File: src/rtl/stcd_pkg.sv
// Shared constants and the month-start table for the seconds-to-civil-date pipeline.
// No dependencies; used by seconds_to_civil_datetime.sv.
`default_nettype none

package stcd_pkg;

  // Seconds in one day and days in one 400-year era
  localparam longint SEC_PER_DAY  = 64'sd86400;
  localparam longint DAYS_PER_ERA = 64'sd146097;
  // Days from 0000-03-01 to 1970-01-01
  localparam longint DAYS_FROM_MAR0 = 64'sd719468;

  // Bias that lifts every 41-bit input to a non-negative second count,
  // a whole number of days so the day split stays exact
  localparam longint DAY_BIAS = ((64'sd1 <<< 40) + SEC_PER_DAY - 64'sd1) / SEC_PER_DAY;
  localparam logic [41:0] SEC_BIAS = 42'(DAY_BIAS * SEC_PER_DAY);

  // Whole eras added so the shifted day number is never negative
  localparam longint ERA_BIAS_L =
    (DAY_BIAS - DAYS_FROM_MAR0 + DAYS_PER_ERA - 64'sd1) / DAYS_PER_ERA;
  localparam logic [16:0] ERA_BIAS = 17'(ERA_BIAS_L);
  localparam logic [24:0] DN_OFS =
    25'(DAYS_FROM_MAR0 - DAY_BIAS + DAYS_PER_ERA * ERA_BIAS_L);

  // Last day of an era (the extra leap day of the 400th year)
  localparam logic [17:0] ERA_LAST_DAY = 18'd146096;

  // March-based month index at which January starts
  localparam logic [3:0] MP_JAN = 4'd10;

  // Pipeline depth from the start beat to the result strobe
  localparam int LAT = 27;

  // First day of year of a March-based month
  function automatic logic [8:0] month_start(input logic [3:0] mp);
    logic [8:0] d;
    case (mp)
      4'd0:    d = 9'd0;
      4'd1:    d = 9'd31;
      4'd2:    d = 9'd61;
      4'd3:    d = 9'd92;
      4'd4:    d = 9'd122;
      4'd5:    d = 9'd153;
      4'd6:    d = 9'd184;
      4'd7:    d = 9'd214;
      4'd8:    d = 9'd245;
      4'd9:    d = 9'd275;
      4'd10:   d = 9'd306;
      4'd11:   d = 9'd337;
      default: d = 9'd0;
    endcase
    return d;
  endfunction

endpackage

`default_nettype wire

File: src/rtl/stcd_divc.sv
// Pipelined unsigned divider by a constant: reciprocal multiply, then one correction.
// Standalone; instantiated several times by seconds_to_civil_datetime.sv.
`default_nettype none

module stcd_divc #(
  parameter int W = 8,
  parameter int D = 3,
  localparam int M  = (2 ** W) / D,
  localparam int QW = $clog2(M + 1),
  localparam int RW = $clog2(D)
) (
  input  logic          clk,
  input  logic [W-1:0]  n,
  output logic [QW-1:0] q,
  output logic [RW-1:0] r
);

  localparam logic [W-1:0] DW = W'(D);
  localparam logic [RW:0]  DR = (RW + 1)'(D);

  logic [W+QW-1:0] prod;
  logic [W+QW-1:0] prod_r;
  logic [W-1:0]    n1_r;
  logic [QW-1:0]   qe;
  logic [QW-1:0]   qe_r;
  logic [W-1:0]    qd;
  logic [W-1:0]    r0;
  logic [RW:0]     r0_r;
  logic [QW-1:0]   q_r;
  logic [RW-1:0]   r_r;

  // Estimate quotient: never high, at most one low
  assign prod = (W + QW)'(n) * (W + QW)'(M);
  assign qe   = prod_r[W+QW-1:W];
  assign qd   = W'(qe) * DW;
  assign r0   = n1_r - qd;

  // Stage 1: multiply; stage 2: partial remainder; stage 3: correct
  always_ff @(posedge clk) begin
    prod_r <= prod;
    n1_r   <= n;
    qe_r   <= qe;
    r0_r   <= r0[RW:0];
    if (r0_r >= DR) begin
      q_r <= qe_r + QW'(1);
      r_r <= RW'(r0_r - DR);
    end else begin
      q_r <= qe_r;
      r_r <= r0_r[RW-1:0];
    end
  end

  assign q = q_r;
  assign r = r_r;

endmodule

`default_nettype wire

File: src/rtl/seconds_to_civil_datetime.sv
// Timing: the result strobe out_valid follows the start beat down the valid pipeline.
// Throughput: one beat per cycle; busy stays low, results leave in accept order.
// Depth is set by the chain of constant dividers (three stages each) on the date path.
// Reset (synchronous, rst_n low) clears the valid pipeline; data registers are not reset.
// Top level: converts signed epoch seconds to proleptic Gregorian date and UTC time.
// Depends on stcd_pkg and stcd_divc.
`default_nettype none

module seconds_to_civil_datetime (
  input  logic               clk,
  input  logic               rst_n,
  input  logic               start,
  output logic               busy,
  input  logic signed [40:0] in_epoch_seconds,
  output logic               out_valid,
  output logic signed [16:0] out_year,
  output logic [3:0]         out_month,
  output logic [4:0]         out_day_of_month,
  output logic [4:0]         out_hour,
  output logic [5:0]         out_minute,
  output logic [5:0]         out_second
);

  localparam int LAT = stcd_pkg::LAT;

  logic [LAT-1:0] vld_r;

  logic [41:0] u_r;
  logic [9:0]  qh_s4;
  logic [9:0]  rh_s4;
  logic [22:0] lo_d_r [3];
  logic [16:0] hl_d_r [3];
  logic [16:0] ql_s7;
  logic [9:0]  remb_s7;
  logic [24:0] dn_r;
  logic [16:0] sod_r;
  logic [7:0]  era_s11;
  logic [17:0] doe_s11;
  logic [11:0] mt_s11;
  logic [5:0]  sec_s11;
  logic [5:0]  hr_s14;
  logic [5:0]  min_s14;
  logic [5:0]  sec_d_r [3];
  logic [16:0] tim_d_r [12];
  logic [7:0]  q1460_s14;
  logic [2:0]  q36524_s14;
  logic [17:0] doe_d_r [10];
  logic [7:0]  era_d_r [10];
  logic [17:0] tmp_r;
  logic [9:0]  yoe_s18;
  logic [8:0]  yoe_d_r [3];
  logic [2:0]  c100_s21;
  logic [17:0] doe_s21;
  logic [8:0]  yoe_s21;
  logic [17:0] doy_full;
  logic signed [16:0] era_sx;
  logic signed [16:0] base;
  logic [8:0]  doy_r;
  logic signed [16:0] base_r;
  logic [10:0] n_r;
  logic [8:0]  doy_d_r [4];
  logic signed [16:0] base_d_r [4];
  logic [3:0]  mp_s26;
  logic [8:0]  day_full;

  // Accept a beat every cycle
  assign busy = 1'b0;

  // Advance the valid bits alongside the data
  always_ff @(posedge clk) begin
    if (!rst_n) begin
      vld_r <= '0;
    end else begin
      vld_r <= {vld_r[LAT-2:0], start & ~busy};
    end
  end
  assign out_valid = vld_r[LAT-1];

  // Stage 1: bias the input to a non-negative whole-day offset
  always_ff @(posedge clk) begin
    u_r <= {in_epoch_seconds[40], in_epoch_seconds} + stcd_pkg::SEC_BIAS;
  end

  // Days = (u >> 7) / 675, split into a high and a low half of the dividend
  stcd_divc #(.W(19), .D(675)) u_div_hi (
    .clk (clk), .n (u_r[41:23]), .q (qh_s4), .r (rh_s4)
  );

  // Hold the low dividend bits and the high quotient across the dividers
  always_ff @(posedge clk) begin
    lo_d_r[0] <= u_r[22:0];
    lo_d_r[1] <= lo_d_r[0];
    lo_d_r[2] <= lo_d_r[1];
    hl_d_r[0] <= {qh_s4, lo_d_r[2][6:0]};
    hl_d_r[1] <= hl_d_r[0];
    hl_d_r[2] <= hl_d_r[1];
  end

  stcd_divc #(.W(26), .D(675)) u_div_lo (
    .clk (clk), .n ({rh_s4, lo_d_r[2][22:7]}), .q (ql_s7), .r (remb_s7)
  );

  // Stage 8: day number from 0000-03-01 (era-biased) and second of day
  always_ff @(posedge clk) begin
    dn_r  <= 25'({hl_d_r[2][16:7], ql_s7[15:0]}) + stcd_pkg::DN_OFS;
    sod_r <= {remb_s7, hl_d_r[2][6:0]};
  end

  // Era and day of era
  stcd_divc #(.W(25), .D(146097)) u_div_era (
    .clk (clk), .n (dn_r), .q (era_s11), .r (doe_s11)
  );

  // Time of day: seconds, then minutes and hours
  stcd_divc #(.W(17), .D(60)) u_div_sec (
    .clk (clk), .n (sod_r), .q (mt_s11), .r (sec_s11)
  );

  stcd_divc #(.W(11), .D(60)) u_div_min (
    .clk (clk), .n (mt_s11[10:0]), .q (hr_s14), .r (min_s14)
  );

  // Delay the time fields to line up with the date
  always_ff @(posedge clk) begin
    sec_d_r[0] <= sec_s11;
    sec_d_r[1] <= sec_d_r[0];
    sec_d_r[2] <= sec_d_r[1];
    tim_d_r[0] <= {hr_s14[4:0], min_s14, sec_d_r[2]};
    for (int i = 1; i < 12; i++) begin
      tim_d_r[i] <= tim_d_r[i-1];
    end
  end

  // Leap corrections for the year of era
  stcd_divc #(.W(18), .D(1460)) u_div_1460 (
    .clk (clk), .n (doe_s11), .q (q1460_s14), .r ()
  );

  stcd_divc #(.W(18), .D(36524)) u_div_36524 (
    .clk (clk), .n (doe_s11), .q (q36524_s14), .r ()
  );

  // Carry day of era and era down the date path
  always_ff @(posedge clk) begin
    doe_d_r[0] <= doe_s11;
    era_d_r[0] <= era_s11;
    for (int i = 1; i < 10; i++) begin
      doe_d_r[i] <= doe_d_r[i-1];
      era_d_r[i] <= era_d_r[i-1];
    end
  end

  // Stage 15: day of era with leap days removed
  always_ff @(posedge clk) begin
    tmp_r <= doe_d_r[2] - 18'(q1460_s14) + 18'(q36524_s14)
             - 18'(doe_d_r[2] == stcd_pkg::ERA_LAST_DAY);
  end

  stcd_divc #(.W(18), .D(365)) u_div_yoe (
    .clk (clk), .n (tmp_r), .q (yoe_s18), .r ()
  );

  stcd_divc #(.W(9), .D(100)) u_div_cent (
    .clk (clk), .n (yoe_s18[8:0]), .q (c100_s21), .r ()
  );

  always_ff @(posedge clk) begin
    yoe_d_r[0] <= yoe_s18[8:0];
    yoe_d_r[1] <= yoe_d_r[0];
    yoe_d_r[2] <= yoe_d_r[1];
  end

  assign doe_s21 = doe_d_r[9];
  assign yoe_s21 = yoe_d_r[2];

  // Day of year and the year before the January/February adjustment
  assign doy_full = doe_s21 - 18'(yoe_s21) * 18'd365 - 18'(yoe_s21[8:2]) + 18'(c100_s21);
  assign era_sx   = $signed(17'(era_d_r[9])) - $signed(stcd_pkg::ERA_BIAS);
  assign base     = era_sx * 17'sd400 + $signed({8'b0, yoe_s21});

  // Stage 22 and 23: register day of year, then form the month dividend
  always_ff @(posedge clk) begin
    doy_r       <= doy_full[8:0];
    base_r      <= base;
    n_r         <= 11'({2'b0, doy_r} * 11'd5 + 11'd2);
    doy_d_r[0]  <= doy_r;
    base_d_r[0] <= base_r;
    for (int i = 1; i < 4; i++) begin
      doy_d_r[i]  <= doy_d_r[i-1];
      base_d_r[i] <= base_d_r[i-1];
    end
  end

  stcd_divc #(.W(11), .D(153)) u_div_mon (
    .clk (clk), .n (n_r), .q (mp_s26), .r ()
  );

  assign day_full = doy_d_r[3] - stcd_pkg::month_start(mp_s26) + 9'd1;

  // Stage 27: map to January-based month and drive the result beat
  always_ff @(posedge clk) begin
    out_day_of_month <= day_full[4:0];
    if (mp_s26 >= stcd_pkg::MP_JAN) begin
      out_month <= mp_s26 - 4'd9;
      out_year  <= base_d_r[3] + 17'sd1;
    end else begin
      out_month <= mp_s26 + 4'd3;
      out_year  <= base_d_r[3];
    end
    out_hour   <= tim_d_r[11][16:12];
    out_minute <= tim_d_r[11][11:6];
    out_second <= tim_d_r[11][5:0];
  end

  // Result beats carry a calendar-consistent month and day
  a_month_range: assert property (@(posedge clk) disable iff (!rst_n)
    out_valid |-> (out_month >= 4'd1 && out_month <= 4'd12 && out_day_of_month >= 5'd1))
    else $error("month or day out of range");

  a_feb_days: assert property (@(posedge clk) disable iff (!rst_n)
    (out_valid && out_month == 4'd2) |-> (out_day_of_month <= 5'd29))
    else $error("February day beyond 29");

  a_short_months: assert property (@(posedge clk) disable iff (!rst_n)
    (out_valid && (out_month == 4'd4 || out_month == 4'd6 ||
                   out_month == 4'd9 || out_month == 4'd11))
    |-> (out_day_of_month <= 5'd30))
    else $error("30-day month beyond day 30");

  a_time_range: assert property (@(posedge clk) disable iff (!rst_n)
    out_valid |-> (out_hour <= 5'd23 && out_minute <= 6'd59 && out_second <= 6'd59))
    else $error("time of day out of range");

endmodule

`default_nettype wire
File: config.mk
export PLATFORM = sky130hd
export DESIGN_NAME = seconds_to_civil_datetime
export DESIGN_NICKNAME = d
export VERILOG_FILES = /design/src/rtl/stcd_pkg.sv /design/src/rtl/stcd_divc.sv /design/src/rtl/seconds_to_civil_datetime.sv
export SDC_FILE = /design/constraint.sdc
export NUM_CORES = 2
export LEC_CHECK = 0
export ABC_AREA = 1
export BUFFER_PORTS_ARGS = -buffer_cell sky130_fd_sc_hd__buf_2
export CORE_MARGIN = 5
export CORE_UTILIZATION = 55
export CTS_BUF_LIST = sky130_fd_sc_hd__clkbuf_16
export CTS_CLUSTER_DIAMETER = 80
export DETAILED_ROUTE_END_ITERATION = 6
export GPL_ROUTABILITY_DRIVEN = 0
export PLACE_DENSITY_LB_ADDON = 0.12
export SKIP_CTS_REPAIR_TIMING = 1
export SLEW_MARGIN = 20
export SYNTH_ARGS = -nofsm -noshare
export SYNTH_HDL_FRONTEND = slang
export SYNTH_SLANG_ARGS = --single-unit
File: constraint.sdc
create_clock -name clk -period 8 [get_ports clk]
set_input_delay 1.2 -clock clk [delete_from_list [all_inputs] [get_ports clk]]
set_output_delay 1.2 -clock clk [all_outputs]
set_load 0.05 [all_outputs]
==> results.cfg <==
[hold_path]
hp-class = reg -> reg

[synthesis]
synth_compound_area_share_pct = 5.152
muxShareOfSynthArea_pct = 0.06506
ys_ff_latch = 1324
syn-num-nets = 8779
ys_types = 49
synthAdderAreaFrac_pct = 31.23
netlist_instances = 7281
syn_area_per_cell_um2 = 9.509
seq_area_frac_synth_pct = 38.28
synth_simple_gate_area_share_pct = 12.22
synthTopCellsByCount = inv_1 (1416), dfxtp_1 (1324), nand2_1 (1126)
synth_area_leader_cell = dfxtp_1
yosys_warnings = 0
async_flop_share_pct = 0
synth_edf_count = 0
synth_top_family_by_area = adder cells
synth_top_cell_area_share_pct = 38.28
syn_area_um2 = 69230
yosys_most_used_dff = dfxtp_1
ys_top_cells_by_area = dfxtp_1 (38%), ha_1 (18%), fa_1 (13%)
synth.most_common_cell = inv_1
synth-xor-area-share_pct = 5.161

[final_layout]
area_delta_synth_final_pct = 10.40
drive_above_1_share_pct = 4.226
nets = 8987

[sta]
hold_viol_final = 0
rsz0062_at_grt = false
worstMarginPinSlew_ns = 0.9505
maxSlewHeadroom_pct = 36.56
setup_tns_ns = 0
clock.fmax_mhz = 200.8
finalMaxSlewViolations = 0
min_period_over_period_pct = 62.26
setup_viol_count_final = 0
skew_ns = 0.04840
period_needed_ns = 4.981

[setup_path]
critPathKind = reg -> reg
start_kind = flip-flop
arrival_ns = 5.59
cp-end-kind = flip-flop
cp_common_cell = inv_1
cp_top_family = adder cells
path_buf_inv = 6
cp.required_ns = 8.61
critPathMaxStageDelay_ns = 0.55
slowest_stage = fa_1
cp_max_fo = 5
worstPathCellList = inv_1, fa_1, inv_1, ha_1, ha_1, inv_1, fa_1, inv_1, fa_1, inv_1, fa_1, inv_1, ha_1, nand2_1, o21ai_0, a21oi_1, or2_2, nand4_1, nand2_1

[die]
dieArea_um2 = 133100
rows = 130
start_util_pct = 55.21
die_w_um = 364.8
core-area_um2 = 125400
die_height_um = 364.8
io_pins = 89

[route]
wirelength_um = 123500
viasPerCell = 4.892
drt-initial-drc-count = 1888
drc = 0
dr.pass1.iters = 5
vias = 45240
ant_nets = 0
routedWlPerCell_um = 13.36

[place]
dpl.hpwl_um = 100200
port-buffer-count = 87

[global_route]
grt_pass1_vias = 46240
grt_pass1_wl_um = 214700
grt_max_degree = 50
grt_usage_pct = 19.33
overflow = 0
antenna_found_initial = 0

[cts]
cts_tree = built
cts_root_buffer = clkbuf_16
cts.htree.levels = 4
cts.sinks = 1324
ctsLongestPathBuffers = 3
clkLatencyLatePin_ns = 0.76
numCtsBuffers = 137
path_clk_slew_ns = 0.06

[flow_run]
cap_viol_max_count = 0

[run_status]
status = completed
==> logic make-up after synthesis <==
| group | after synthesis |
|---|---|
| other cells | 1 |
| mux | 4 |
| buf+inv | 1438 |
| fa+ha+maj | 1454 |
| simple gates | 2011 |
| compound gates | 641 |
| xor+xnor | 408 |
| flops | 1324 |
==> stage by stage <==
step	setup WS [ns]	cell area (µm²)	cells	util, %	hold WS (ns)
final	3.019	76440	9246	60.95	0.2975
after CTS	2.998	76420	9245	60.94	0.2925
after floorplan	3.468	69230	7281	-	0.3096
after global routing	2.752	76430	9245	60.95	0.3051
after detailed placement	3.034	71610	9000	57.10	0.3121
after global placement	3.076	71610	9000	57.10	0.3096
==> registers in the layout, summed over array words and instances (netlist names), 16 cells and up, named ones only <==
| register | cells |
|---|---|
| u_div_lo.q | 16 |
| sec_d_r | 18 |
| u_div_era.n1_r | 17 |
| doe_d_r | 99 |
| u_r | 42 |
| vld_r | 27 |
| base_d_r | 68 |
| sod_r | 17 |
| lo_d_r | 69 |
| tim_d_r | 204 |
| u_div_era.r | 18 |
| u_div_36524.r0_r | 17 |
| tmp_r | 18 |
| u_div_era.r0_r | 19 |
| out_year | 17 |
| doy_d_r | 20 |
| u_div_lo.qe_r | 16 |
| u_div_lo.prod_r | 16 |
| yoe_d_r | 18 |
| hl_d_r | 48 |
| base_r | 17 |
| era_d_r | 80 |
| dn_r | 25 |
==> final timing paths <==
path,startpoint,cells past startpoint,slack [ns],endpoint
setup / recovery,lo_d_r[0][65],19,3.02,u_div_lo.prod_r[30]
hold / removal,hl_d_r[0][38],0,0.30,sod_r[4]
setup reg to reg,lo_d_r[0][65],19,3.02,u_div_lo.prod_r[30]
hold reg to reg,hl_d_r[0][38],0,0.30,sod_r[4]
==> routing by layer <==
metal	global-route usage, %	routed length [µm]	up-vias	part of all wire [%]
met5	0	0	-	0
met4	6.529	3795	0	3.1
met3	2.859	4066	223	3.3
met2	35.10	61450	703	50
met1	23.48	54170	20930	44
li1	-	-	23380	-
==> final cells by class <==
| class | count | area [µm²] |
|---|---|---|
| Clock inverter | 108 | 1383 |
| Timing Repair Buffer | 88 | 442.9 |
| Inverter | 1419 | 5326 |
| Clock buffer | 137 | 3428 |
| Sequential cell | 1324 | 26510 |
| Multi-Input combinational cell | 4519 | 37280 |
| Fill cell | 10650 | 48970 |
| Tap cell | 1650 | 2064 |
| Antenna cell | 1 | 2.502 |
==> layout by cell type (no fill, tap or decap), types with 13 or more instances in the layout <==
master | synthesis | routed
o21ai_0 | 181 | 181
a21boi_0 | 13 | 13
nor3_1 | 66 | 66
nand3_1 | 297 | 297
clkbuf_16 | 0 | 137
clkinv_2 | 0 | 14
a21oi_1 | 314 | 314
a21o_1 | 44 | 44
nand4_1 | 93 | 93
nand3b_1 | 18 | 18
o21bai_1 | 22 | 22
dfxtp_1 | 1324 | 1324
nand2_1 | 1126 | 1126
xor2_1 | 278 | 278
nor4_1 | 22 | 22
buf_2 | 4 | 87
a31oi_1 | 23 | 23
xnor2_1 | 130 | 130
inv_1 | 1416 | 1436
clkinv_1 | 0 | 20
fa_1 | 457 | 457
ha_1 | 997 | 997
bufinv_16 | 0 | 22
nor2_1 | 361 | 361
Power is not shown: default switching activity piles up to over one toggle a cycle in this logic, so the estimate is an artifact.
